## config.mk

```make
export PLATFORM = sky130hd
export DESIGN_NAME = ansi_sgr_escape_filter
export DESIGN_NICKNAME = d
export VERILOG_FILES = /design/src/rtl/asef_pkg.sv /design/src/rtl/asef_parser.sv /design/src/rtl/ansi_sgr_escape_filter.sv
export SDC_FILE = /design/constraint.sdc
export NUM_CORES = 1
export LEC_CHECK = 0
export ABC_AREA = 1
export BUFFER_PORTS_ARGS = -buffer_cell sky130_fd_sc_hd__buf_2
export CAP_MARGIN = 10
export CORE_MARGIN = 5
export CORE_UTILIZATION = 40
export CTS_CLUSTER_SIZE = 40
export DETAILED_ROUTE_END_ITERATION = 6
export HOLD_SLACK_MARGIN = 0.12
export SYNTH_ARGS = -nofsm -noshare
export SYNTH_HDL_FRONTEND = slang
export SYNTH_SLANG_ARGS = --single-unit
```

## constraint.sdc

```tcl
create_clock -name clk -period 3.3 [get_ports clk]
set_input_delay 0.165 -clock clk [delete_from_list [all_inputs] [get_ports clk]]
set_output_delay 0.165 -clock clk [all_outputs]
set_load 0.01 [all_outputs]
```

## src/rtl/asef_pkg.sv

```systemverilog
// shared constants and types for the ansi sgr escape filter
`timescale 1ns / 1ps

package asef_pkg;

  localparam int unsigned MAX_SEQ_CHARS = 15;
  localparam int unsigned MAX_PARAMS    = 5;
  localparam int unsigned PARAM_W       = 16;
  localparam int unsigned COUNT_W       = 3;
  localparam int unsigned BYTE_W        = 8;
  localparam int unsigned OUT_DATA_W    = 96;

  localparam logic [BYTE_W-1:0] CH_ESC      = 8'h1B;
  localparam logic [BYTE_W-1:0] CH_LBRACKET = 8'h5B;
  localparam logic [BYTE_W-1:0] CH_M        = 8'h6D;
  localparam logic [BYTE_W-1:0] CH_SEMI     = 8'h3B;
  localparam logic [BYTE_W-1:0] CH_ZERO     = 8'h30;
  localparam logic [BYTE_W-1:0] CH_NINE     = 8'h39;

  localparam logic KIND_CHAR = 1'b0;
  localparam logic KIND_SGR  = 1'b1;

  typedef struct packed {
    logic                                kind;
    logic [MAX_PARAMS-1:0][PARAM_W-1:0]  values;
    logic [COUNT_W-1:0]                  count;
    logic [BYTE_W-1:0]                   chr;
  } sgr_result_t;

endpackage

```

## src/rtl/asef_parser.sv

```systemverilog
// escape sequence state and per-byte parse step
`timescale 1ns / 1ps

module asef_parser #(
  parameter int unsigned MAX_SEQ_CHARS = asef_pkg::MAX_SEQ_CHARS
) (
  input  logic                          clk,
  input  logic                          rst_n,
  input  logic                          step,
  input  logic [asef_pkg::BYTE_W-1:0]   byte_in,
  output logic                          emit,
  output asef_pkg::sgr_result_t         res
);

  localparam int unsigned SEQ_W = $clog2(MAX_SEQ_CHARS + 1);
  localparam int unsigned NP    = asef_pkg::MAX_PARAMS;
  localparam int unsigned PW    = asef_pkg::PARAM_W;
  localparam int unsigned CW    = asef_pkg::COUNT_W;

  typedef enum logic [1:0] {
    MODE_NORMAL  = 2'd0,
    MODE_ESCAPE  = 2'd1,
    MODE_COLLECT = 2'd2
  } mode_t;

  mode_t                  mode_r, mode_nxt;
  logic [SEQ_W-1:0]       seq_len_r, seq_len_nxt;
  logic [NP-1:0][PW-1:0]  vals_r, vals_nxt;
  logic [CW-1:0]          idx_r, idx_nxt;
  logic                   last_sep_r, last_sep_nxt;
  logic                   any_char_r, any_char_nxt;

  logic                   is_digit;
  logic [PW-1:0]          cur_val;
  logic [PW+3:0]          acc;
  logic [CW-1:0]          count;

  always_comb begin
    is_digit = (byte_in >= asef_pkg::CH_ZERO) && (byte_in <= asef_pkg::CH_NINE);
    cur_val  = (idx_r < CW'(NP)) ? vals_r[idx_r] : '0;
    acc      = ({4'b0, cur_val} << 3) + ({4'b0, cur_val} << 1) + {{PW{1'b0}}, byte_in[3:0]};
    count    = idx_r + CW'(any_char_r && !last_sep_r);
    if (count > CW'(NP)) begin
      count = CW'(NP);
    end

    mode_nxt     = mode_r;
    seq_len_nxt  = seq_len_r;
    vals_nxt     = vals_r;
    idx_nxt      = idx_r;
    last_sep_nxt = last_sep_r;
    any_char_nxt = any_char_r;
    emit         = 1'b0;
    res          = '0;

    unique case (mode_r)
      MODE_ESCAPE: begin
        mode_nxt = MODE_NORMAL;
        if (byte_in == asef_pkg::CH_LBRACKET) begin
          mode_nxt     = MODE_COLLECT;
          seq_len_nxt  = '0;
          vals_nxt     = '0;
          idx_nxt      = '0;
          last_sep_nxt = 1'b0;
          any_char_nxt = 1'b0;
        end
      end
      MODE_COLLECT: begin
        if (byte_in == asef_pkg::CH_M) begin
          emit      = 1'b1;
          res.kind  = asef_pkg::KIND_SGR;
          res.count = count;
          for (int j = 0; j < NP; j++) begin
            res.values[j] = (CW'(j) < count) ? vals_r[j] : '0;
          end
          mode_nxt     = MODE_NORMAL;
          seq_len_nxt  = '0;
          vals_nxt     = '0;
          idx_nxt      = '0;
          last_sep_nxt = 1'b0;
          any_char_nxt = 1'b0;
        end else if ((is_digit || byte_in == asef_pkg::CH_SEMI) &&
                     (seq_len_r < SEQ_W'(MAX_SEQ_CHARS))) begin
          seq_len_nxt  = seq_len_r + SEQ_W'(1);
          any_char_nxt = 1'b1;
          if (byte_in == asef_pkg::CH_SEMI) begin
            if (idx_r < CW'(NP)) begin
              idx_nxt = idx_r + CW'(1);
            end
            last_sep_nxt = 1'b1;
          end else begin
            last_sep_nxt = 1'b0;
            if (idx_r < CW'(NP)) begin
              vals_nxt[idx_r] = (acc[PW+3:PW] != '0) ? {PW{1'b1}} : acc[PW-1:0];
            end
          end
        end else begin
          // abort: stray byte or sequence too long
          mode_nxt     = MODE_NORMAL;
          seq_len_nxt  = '0;
          vals_nxt     = '0;
          idx_nxt      = '0;
          last_sep_nxt = 1'b0;
          any_char_nxt = 1'b0;
        end
      end
      default: begin
        mode_nxt = MODE_NORMAL;
        if (byte_in == asef_pkg::CH_ESC) begin
          mode_nxt = MODE_ESCAPE;
        end else begin
          emit     = 1'b1;
          res.kind = asef_pkg::KIND_CHAR;
          res.chr  = byte_in;
        end
      end
    endcase
  end

  always_ff @(posedge clk) begin
    if (!rst_n) begin
      mode_r     <= MODE_NORMAL;
      seq_len_r  <= '0;
      vals_r     <= '0;
      idx_r      <= '0;
      last_sep_r <= 1'b0;
      any_char_r <= 1'b0;
    end else if (step) begin
      mode_r     <= mode_nxt;
      seq_len_r  <= seq_len_nxt;
      vals_r     <= vals_nxt;
      idx_r      <= idx_nxt;
      last_sep_r <= last_sep_nxt;
      any_char_r <= any_char_nxt;
    end
  end

endmodule

```

## src/rtl/ansi_sgr_escape_filter.sv

```systemverilog
// top level: console byte filter that strips csi sequences and decodes sgr commands
//
// one byte enters per request on the in_ channel. ordinary bytes come out as
// character results (tuser 0); esc opens a sequence, esc '[' starts collecting
// digits and semicolons, and the closing 'm' gives one sgr command result
// (tuser 1) with up to five decimal parameters. all other sequence bytes are
// dropped without a result.
// a byte accepted on in_ is registered in the input register, parsed from there
// and its result is registered in the result register that drives out_.
// throughput: one byte per cycle unless a finished result waits on out_tready,
// set by the single parse step between the input and result registers.
// the result register holds a finished result while out_tready is low; the
// input register keeps taking bytes as long as the pending byte makes no
// result or the result register can be freed in the same cycle.
// reset (rst_n low, synchronous) empties both registers and returns the
// parser to passthrough mode with all sequence state cleared.
`timescale 1ns / 1ps

module ansi_sgr_escape_filter #(
  parameter int unsigned MAX_SEQ_CHARS = asef_pkg::MAX_SEQ_CHARS
) (
  input  logic                               clk,
  input  logic                               rst_n,
  input  logic                               in_tvalid,
  output logic                               in_tready,
  input  logic [asef_pkg::BYTE_W-1:0]        in_tdata,   // in_byte
  output logic                               out_tvalid,
  input  logic                               out_tready,
  // out_byte, param_count, param_first .. param_fifth, zero pad
  output logic [asef_pkg::OUT_DATA_W-1:0]    out_tdata,
  output logic                               out_tuser   // result_kind
);

  localparam int unsigned RES_DATA_W = $bits(asef_pkg::sgr_result_t) - 1;

  logic [asef_pkg::BYTE_W-1:0]  in_byte_r;
  logic                         in_valid_r, in_valid_nxt;
  logic                         out_valid_r, out_valid_nxt;
  asef_pkg::sgr_result_t        out_res_r;

  logic                         emit;
  asef_pkg::sgr_result_t        res;
  logic                         out_free;
  logic                         step;

  asef_parser #(
    .MAX_SEQ_CHARS (MAX_SEQ_CHARS)
  ) u_parser (
    .clk     (clk),
    .rst_n   (rst_n),
    .step    (step),
    .byte_in (in_byte_r),
    .emit    (emit),
    .res     (res)
  );

  assign out_free  = !out_valid_r || out_tready;
  assign step      = in_valid_r && (!emit || out_free);
  assign in_tready = !in_valid_r || step;

  always_comb begin
    in_valid_nxt = in_valid_r;
    if (in_tvalid && in_tready) begin
      in_valid_nxt = 1'b1;
    end else if (step) begin
      in_valid_nxt = 1'b0;
    end
    out_valid_nxt = out_valid_r;
    if (step && emit) begin
      out_valid_nxt = 1'b1;
    end else if (out_tready) begin
      out_valid_nxt = 1'b0;
    end
  end

  always_ff @(posedge clk) begin
    if (!rst_n) begin
      in_valid_r  <= 1'b0;
      out_valid_r <= 1'b0;
    end else begin
      in_valid_r  <= in_valid_nxt;
      out_valid_r <= out_valid_nxt;
    end
  end

  always_ff @(posedge clk) begin
    if (in_tvalid && in_tready) begin
      in_byte_r <= in_tdata;
    end
    if (step && emit) begin
      out_res_r <= res;
    end
  end

  assign out_tvalid = out_valid_r;
  assign out_tuser  = out_res_r.kind;
  assign out_tdata  = {{(asef_pkg::OUT_DATA_W - RES_DATA_W){1'b0}},
                       out_res_r.values, out_res_r.count, out_res_r.chr};

endmodule
```

# Yosys cells after proc, flatten, opt, wreduce, memory -nomap -nowiden
# Cells that the tools add are included.
[classes] n_lt_le_gt_ge=12 addsub=5 eq_ne=11 multipliers=0 n_reduce_logical=30 n_mux=50 div_mod_pow=0 n_shift=0 bitwise=0
[op_table] op="$mux 80" count=5
[op_table] op="$pmux 80 s2" count=1
[op_table] op="$mux 16" count=9
[op_table] op="$mux 84" count=1
[op_table] op="$bwmux 80" count=1
[op_table] op="$bmux 16 s3" count=1
[op_table] op="$demux 16 s3" count=1
[op_table] op="$add 19x17->20" count=1
[op_table] op="$add 20x4->20" count=1
[op_table] op="$mux 3" count=6
[op_table] op="$reduce_and 3->1" count=6
[op_table] op="$eq 8x7->1 const B" count=2
[op_table] op="$mux 1" count=13
[op_table] op="$mux 4" count=3
[op_table] op="$reduce_and 5->1" count=2
[op_table] op="$eq 8x5->1 const B" count=1
[op_table] op="$eq 8x6->1 const B" count=1
[op_table] op="$ge 8x6->1 const B" count=1
[op_table] op="$le 8x6->1 const B" count=1
[op_table] op="$ne 4x3->1 const B" count=2
[op_table] op="$pmux 4 s2" count=1
[op_table] op="$logic_and 1x1->1" count=7
[op_table] op="$lt 1x3->1 const A" count=2
[op_table] op="$lt 2x3->1 const A" count=2
[op_table] op="24 further kinds" count=37
[word_totals] output_inout_bits=99 in_bits=12 ff_bits=193 memories=0 latchBits=0 ram_bits=0 mem_bits_ro=0

# Logic depth before layout (Yosys ltp)
[logic_depth] word_depth=13 ltp_mapped=26

# By module
# Synthesis repeated with hierarchy kept, for this count alone.
[hier_totals] cells_unflattened=1118 hier_area_um2=9638.0
[modules_own_cells] mod="asef_parser" cells_each=993 instances=1 area_per_inst_um2=6472.5
[modules_own_cells] mod="ansi_sgr_escape_filter" cells_each=125 instances=1 area_per_inst_um2=3165.5

# Worst setup path before layout
# No wires, ideal clock.
[synth_path] path_type="register to register" from="register u_parser.idx_r[1]" to="register u_parser.vals_r[75] (netlist name)" t_arrival_ns=3.517 setup_time_ns=0.133 synth_period_minus_slack_ns=3.650 path_buffers=2 slack_ns=-0.350 path_stages_with_launch=21 cell_sequence="dfxtp_1 > nor2_1 > nand2_1 > clkbuf_1 > nor2_1 > nor4_1 > fa_1 > fa_1 > inv_1 > nand3_1 > nand2_1 > nand2_1 > nand2_1 > nand2_1 > nand3_1 > nand2_1 > nor2_4 > buf_6 > nand3_4 > nand2_1 > a21oi_2"
[synth_between] elab_chain_len=13 elab_cells_between_ends=21 classes_between="2 x add/sub; 3 x order compare; 1 x eq/ne; 12 x mux; 3 x reduce/logical"
[synth_lines] item="start: declaration" line_no="asef_parser.sv:29" source="logic [CW-1:0] idx_r, idx_nxt;"
[synth_lines] item="start signal: assignment" line_no="asef_parser.sv:132" source="idx_r <= idx_nxt;"
[synth_lines] item="$bmux 16 s3" line_no="asef_parser.sv:40" source="cur_val = (idx_r < CW'(NP)) ? vals_r[idx_r] : '0;"
[synth_lines] item="$mux 16 (not written as such)" line_no="asef_parser.sv:40"
[synth_lines] item="$mux 16" line_no="asef_parser.sv:40"
[synth_lines] item="$add 19x17->20" line_no="asef_parser.sv:41" source="acc = ({4'b0, cur_val} << 3) + ({4'b0, cur_val} << 1) + {{PW{1'b0}}, byte_in[3:0]};"
[synth_lines] item="$add 20x4->20" line_no="asef_parser.sv:41"
[synth_lines] item="$reduce_bool 4->1" line_no="asef_parser.sv:94" source="vals_nxt[idx_r] = (acc[PW+3:PW] != '0) ? {PW{1'b1}} : acc[PW-1:0];"
[synth_lines] item="$mux 16" line_no="asef_parser.sv:94"
[synth_lines] item="$bwmux 80" line_no="asef_parser.sv:94"
[synth_lines] item="$mux 80" line_no="asef_parser.sv:93" source="if (idx_r < CW'(NP)) begin"
[synth_lines] item="$mux 80" line_no="asef_parser.sv:86" source="if (byte_in == asef_pkg::CH_SEMI) begin"
[synth_lines] item="$mux 80" line_no="asef_parser.sv:82" source="end else if ((is_digit || byte_in == asef_pkg::CH_SEMI) &&"
[synth_lines] item="$mux 80" line_no="asef_parser.sv:69" source="if (byte_in == asef_pkg::CH_M) begin"
[synth_lines] item="$pmux 80 s2" line_no="asef_parser.sv:56" source="unique case (mode_r)"
[synth_lines] item="end signal: assignment" line_no="asef_parser.sv:131" source="vals_r <= vals_nxt;"
[synth_lines] item="end: declaration" line_no="asef_parser.sv:28" source="logic [NP-1:0][PW-1:0] vals_r, vals_nxt;"
# Several ways; a longest one is shown, not always the timed one. The select of a mux whose other input is x is not followed.
# A chain may end at the register's enable or synchronous reset.

# Worst setup path after layout
[layout_path] from="register u_parser.idx_r[0]" to="register u_parser.vals_r[50] (netlist name)"
# Same word-level chain as after synthesis.

==> metrics.md <==
| Metric | Value |
|---|---|
| DRT iter0 DRCs | roughly 750 |
| RSZ-0062 raised after global routing | yes |
| Area Overhead vs Synth | 36.0% |
| Critical path capture point type | flip-flop |
| Initial Utilization | between 40% and 50% |
| Max VDD drop | about 0.00023 V |
| Mapped Cells | ~1100 |
| DRT Pass-1 Iters | 5 |
| Clock root cell | clkbuf_16 |
| Critical path buffer and inverter count | 7 |
| Largest net degree at the start of global routing | between 80 and 90 |
| Final Hold Violating Endpoints | 0 |
| Crit path kind | reg2reg |
| Core area | 23500 um^2 |
| GR Util All Layers | between 10% and 20% |
| #FFs+latches synth | 193 |
| PwrDens | roughly 380 nW/um^2 |
| Ant diodes | 0 |
| Register area share after synthesis | approximately half |
| Drt drc | 0 |
| Ranking of synthesized cells by area | edfxtp_1, dfxtp_1, nand2_1 |
| Ys Warns | 0 |
| Total wire length | around 27000 um |
| Max FO, Critical Path | 8 |
| Post-Synth XOR/XNOR Area | under 10% |
| Worst-path cell chain | buf_4 -> nand3_4 -> buf_4 -> buf_4 -> o221ai_2 -> ha_1 -> ha_2 -> inv_2 -> fa_2 -> inv_2 -> nand3_2 -> nand2_2 -> nand2_2 -> nand2_2 -> nand2_2 -> nand3_2 -> nand2_2 -> nor2_4 -> buf_12 -> nand3_4 -> buf_6 -> nand2_1 -> a21oi_1 |
| Highest clock rate | ~280 MHz |
| Design Area, Final | about 13000 um^2 |
| Compound-gate portion of the synthesized area | approximately a tenth |
| Final GP Congestion | 0.875 |
| Clk slew on worst S/H paths | 0.08 ns |
| Fin crit share | 106% |
| Leakage | approximately 0.0052 uW |
| Startpoint types | flip-flop |
| Adder-Cell Fraction of Synth Area | ~5.3% |
| Hold Startpoint | in_tdata[5] |
| Initial antenna violation count | 0 |
| Final core occ | 55.1% |
| IO Port Bufs | about 110 |
| Status | finished, violations left |
| Share of the synthesized area in the top cell type | between 30% and 40% |
| Site Rows | 56 |
| I/O pin count | ~110 |
| First-pass GRT wire length | a little over 40000 um |
| Synth cell types | 44 |
| Cell taking the most area after synthesis | edfxtp_1 |
| Synthesized cell area | roughly 9500 um^2 |
| CTS tree | yes |
| Worst hold path type | in2reg |
| Worst EP required | about 3.6 ns |
| Commonest non-fill, non-tap cell in the layout | nand2_1 |
| DRT antenna net count | 0 |
| Overall Power | approximately 4900 uW |
| Die area | 27000 um^2 |
| HPWL Detailed | between 15000 and 20000 um |
| Critical path's top delay family | simple AND/OR/NAND/NOR gates |
| Mean area per synthesized cell | approximately 8.6 um^2 |
| Mux share of post-synthesis cell area | 0% |
| Share of layout cells above drive strength 1 | 35.0% |
| Cts bufs inserted | 17 |
| Routed len/inst | ~16 um |
| Reg2Reg Setup Slack | -0.21 ns |
| Worst Skew | between 0.01 and 0.015 ns |
| Gr ovfl total | 0 |
| Max-Cap Viols | 0 |
| Vias per cell | 4.94 |
| Placement Cell Area | about 11000 um^2 |
| Synth Area in Simple Gates | 23.9% |
| Critical Path Source | u_parser.idx_r[0] |
| Die width | around 160 um |
| Most frequent cells in the layout | nand2_1, inv_1, nor2_1 |
| CTS Buffer Depth | 2 |
| Clk sinks | ~190 |
| H-Tree Depth | 4 |
| Reg-to-Reg Start | u_parser.idx_r[0] |
| Crit-path slowest cell | fa_2 |
| Die Ht | 164 um |
| Largest family of logic cells by synthesized area | simple AND/OR/NAND/NOR gates |
| Fin nets | between 1000 and 1500 |
| Fin crit period | ~3.5 ns |
| Critical path's largest stage delay | 0.37 ns |
| Failing checks | negative setup slack |
| Worst Max-Slew Pin Slew | 0.994 ns |
| Most used cell, CP | nand2_2 |
| Hold Slack | about 0.43 ns |
| Max-slew violations | 0 |
| Setup-failing EPs final | 80 |
| Vias in the first global route | between 7000 and 8000 |
| Fin worst setup slack | -0.214 ns |
| Post-Place Setup Slack | -0.422 ns |
| Clk_lat worst skew | 0.43 ns |
| Crit path DAT | about 3.8 ns |
| Vias | 8094 |
| Slew headroom | around 34% |
## where the power goes
| part | internal, uW | leakage (uW) | total [uW] | switching (uW) |
|---|---|---|---|---|
| Clock | 1110 | 0.000297 | 2120 | 1010 |
| Sequential | 2560 | 0.00178 | 2580 | 14.7 |
| Combinational | 67.7 | 0.00315 | 217 | 149 |
| Total | 3740 | 0.00523 | 4910 | 1170 |
## synthesized netlist by cell type (all sizes together)
master / number
nand2: 296
nor2: 139
o2111ai: 4
clkbuf: 14
o221ai: 9
o21ai: 11
o21bai: 1
nor4: 2
ha: 37
dfxtp: 93
edfxtp: 100
and2: 1
o22ai: 11
fa: 2
nand4: 5
a21oi: 113
nor3: 7
a22oi: 6
buf: 22
xnor2: 6
inv: 170
clkinv: 2
conb: 1
nor3b: 1
xor2: 5
nand3: 47
## logic make-up after synthesis
logic type / after synthesis
and+or+nand+nor: 498
buffers and inverters: 208
DFF: 193
AOI/OAI and AO/OA: 155
adders and majority gates: 39
xor gates and xnor gates: 11
other: 1
## area by class of cell
cell class	instances	area (um^2)
fill	2056	10500
sequential	193	4880
multi-input combinational	708	4800
timing repair buffer	214	1570
inverter	172	671
clock buffer	18	439
tap	319	399
clock inverter	14	166
timing repair inverter	1	6.26
## worst paths after layout
path,cells after the start,endpoint
hold / removal,2,in_byte_r[5]
setup reg to reg,23,u_parser.vals_r[50]
hold reg to reg,2,u_parser.any_char_r
setup / recovery,23,u_parser.vals_r[50]
## state kept, by name, indices dropped and copies added (netlist names)
register / flops
in_byte_r: 8
in_valid_r: 1
out_tdata: 91
out_tuser: 1
out_tvalid: 1
u_parser.any_char_r: 1
u_parser.idx_r: 3
u_parser.last_sep_r: 1
u_parser.mode_r: 2
u_parser.seq_len_r: 4
u_parser.vals_r: 80
## worst reg2reg max path: cells and delay by family, from the launching register on
kind | cells | cell delay (ns)
DFF | 1 | 0.36
and+or+nand+nor | 11 | 0.99
buffers and inverters | 7 | 0.93
adders and majority gates | 3 | 0.87
AOI/OAI and AO/OA | 2 | 0.22
## repair_timing
| item | in CTS | in global routing |
|---|---|---|
| cloned | 3 | 2 |
| pin swaps | 9 | 48 |
| buffers inserted | 7 | 7 |
| resized for setup | 65 | 140 |
| endpoints found under the hold margin | 16 | 0 |
| hold buffers | 12 | 0 |
| setup endpoints to repair | 80 | 80 |
## per-stage QoR
stage | TNS (ns) | cells
after floorplan | 0 | 1109
after global placement | -30.06 | 1580
after detailed placement | -31.12 | 1580
after CTS | -8.52 | 1634
after global routing | -24.02 | 1639
final | -12.69 | 1639
## layer usage
metal	global-route usage, %	up-vias	wire, um	share of wire [%]
met1	26.1	3825	11600	44
met4	6.25	0	601	2.3
met3	3.06	36	1640	6.2
met5	0	-	0	0
li1	-	3959	-	-
met2	30.4	274	12600	48
Note: power is estimated with default switching activity, not from simulation.
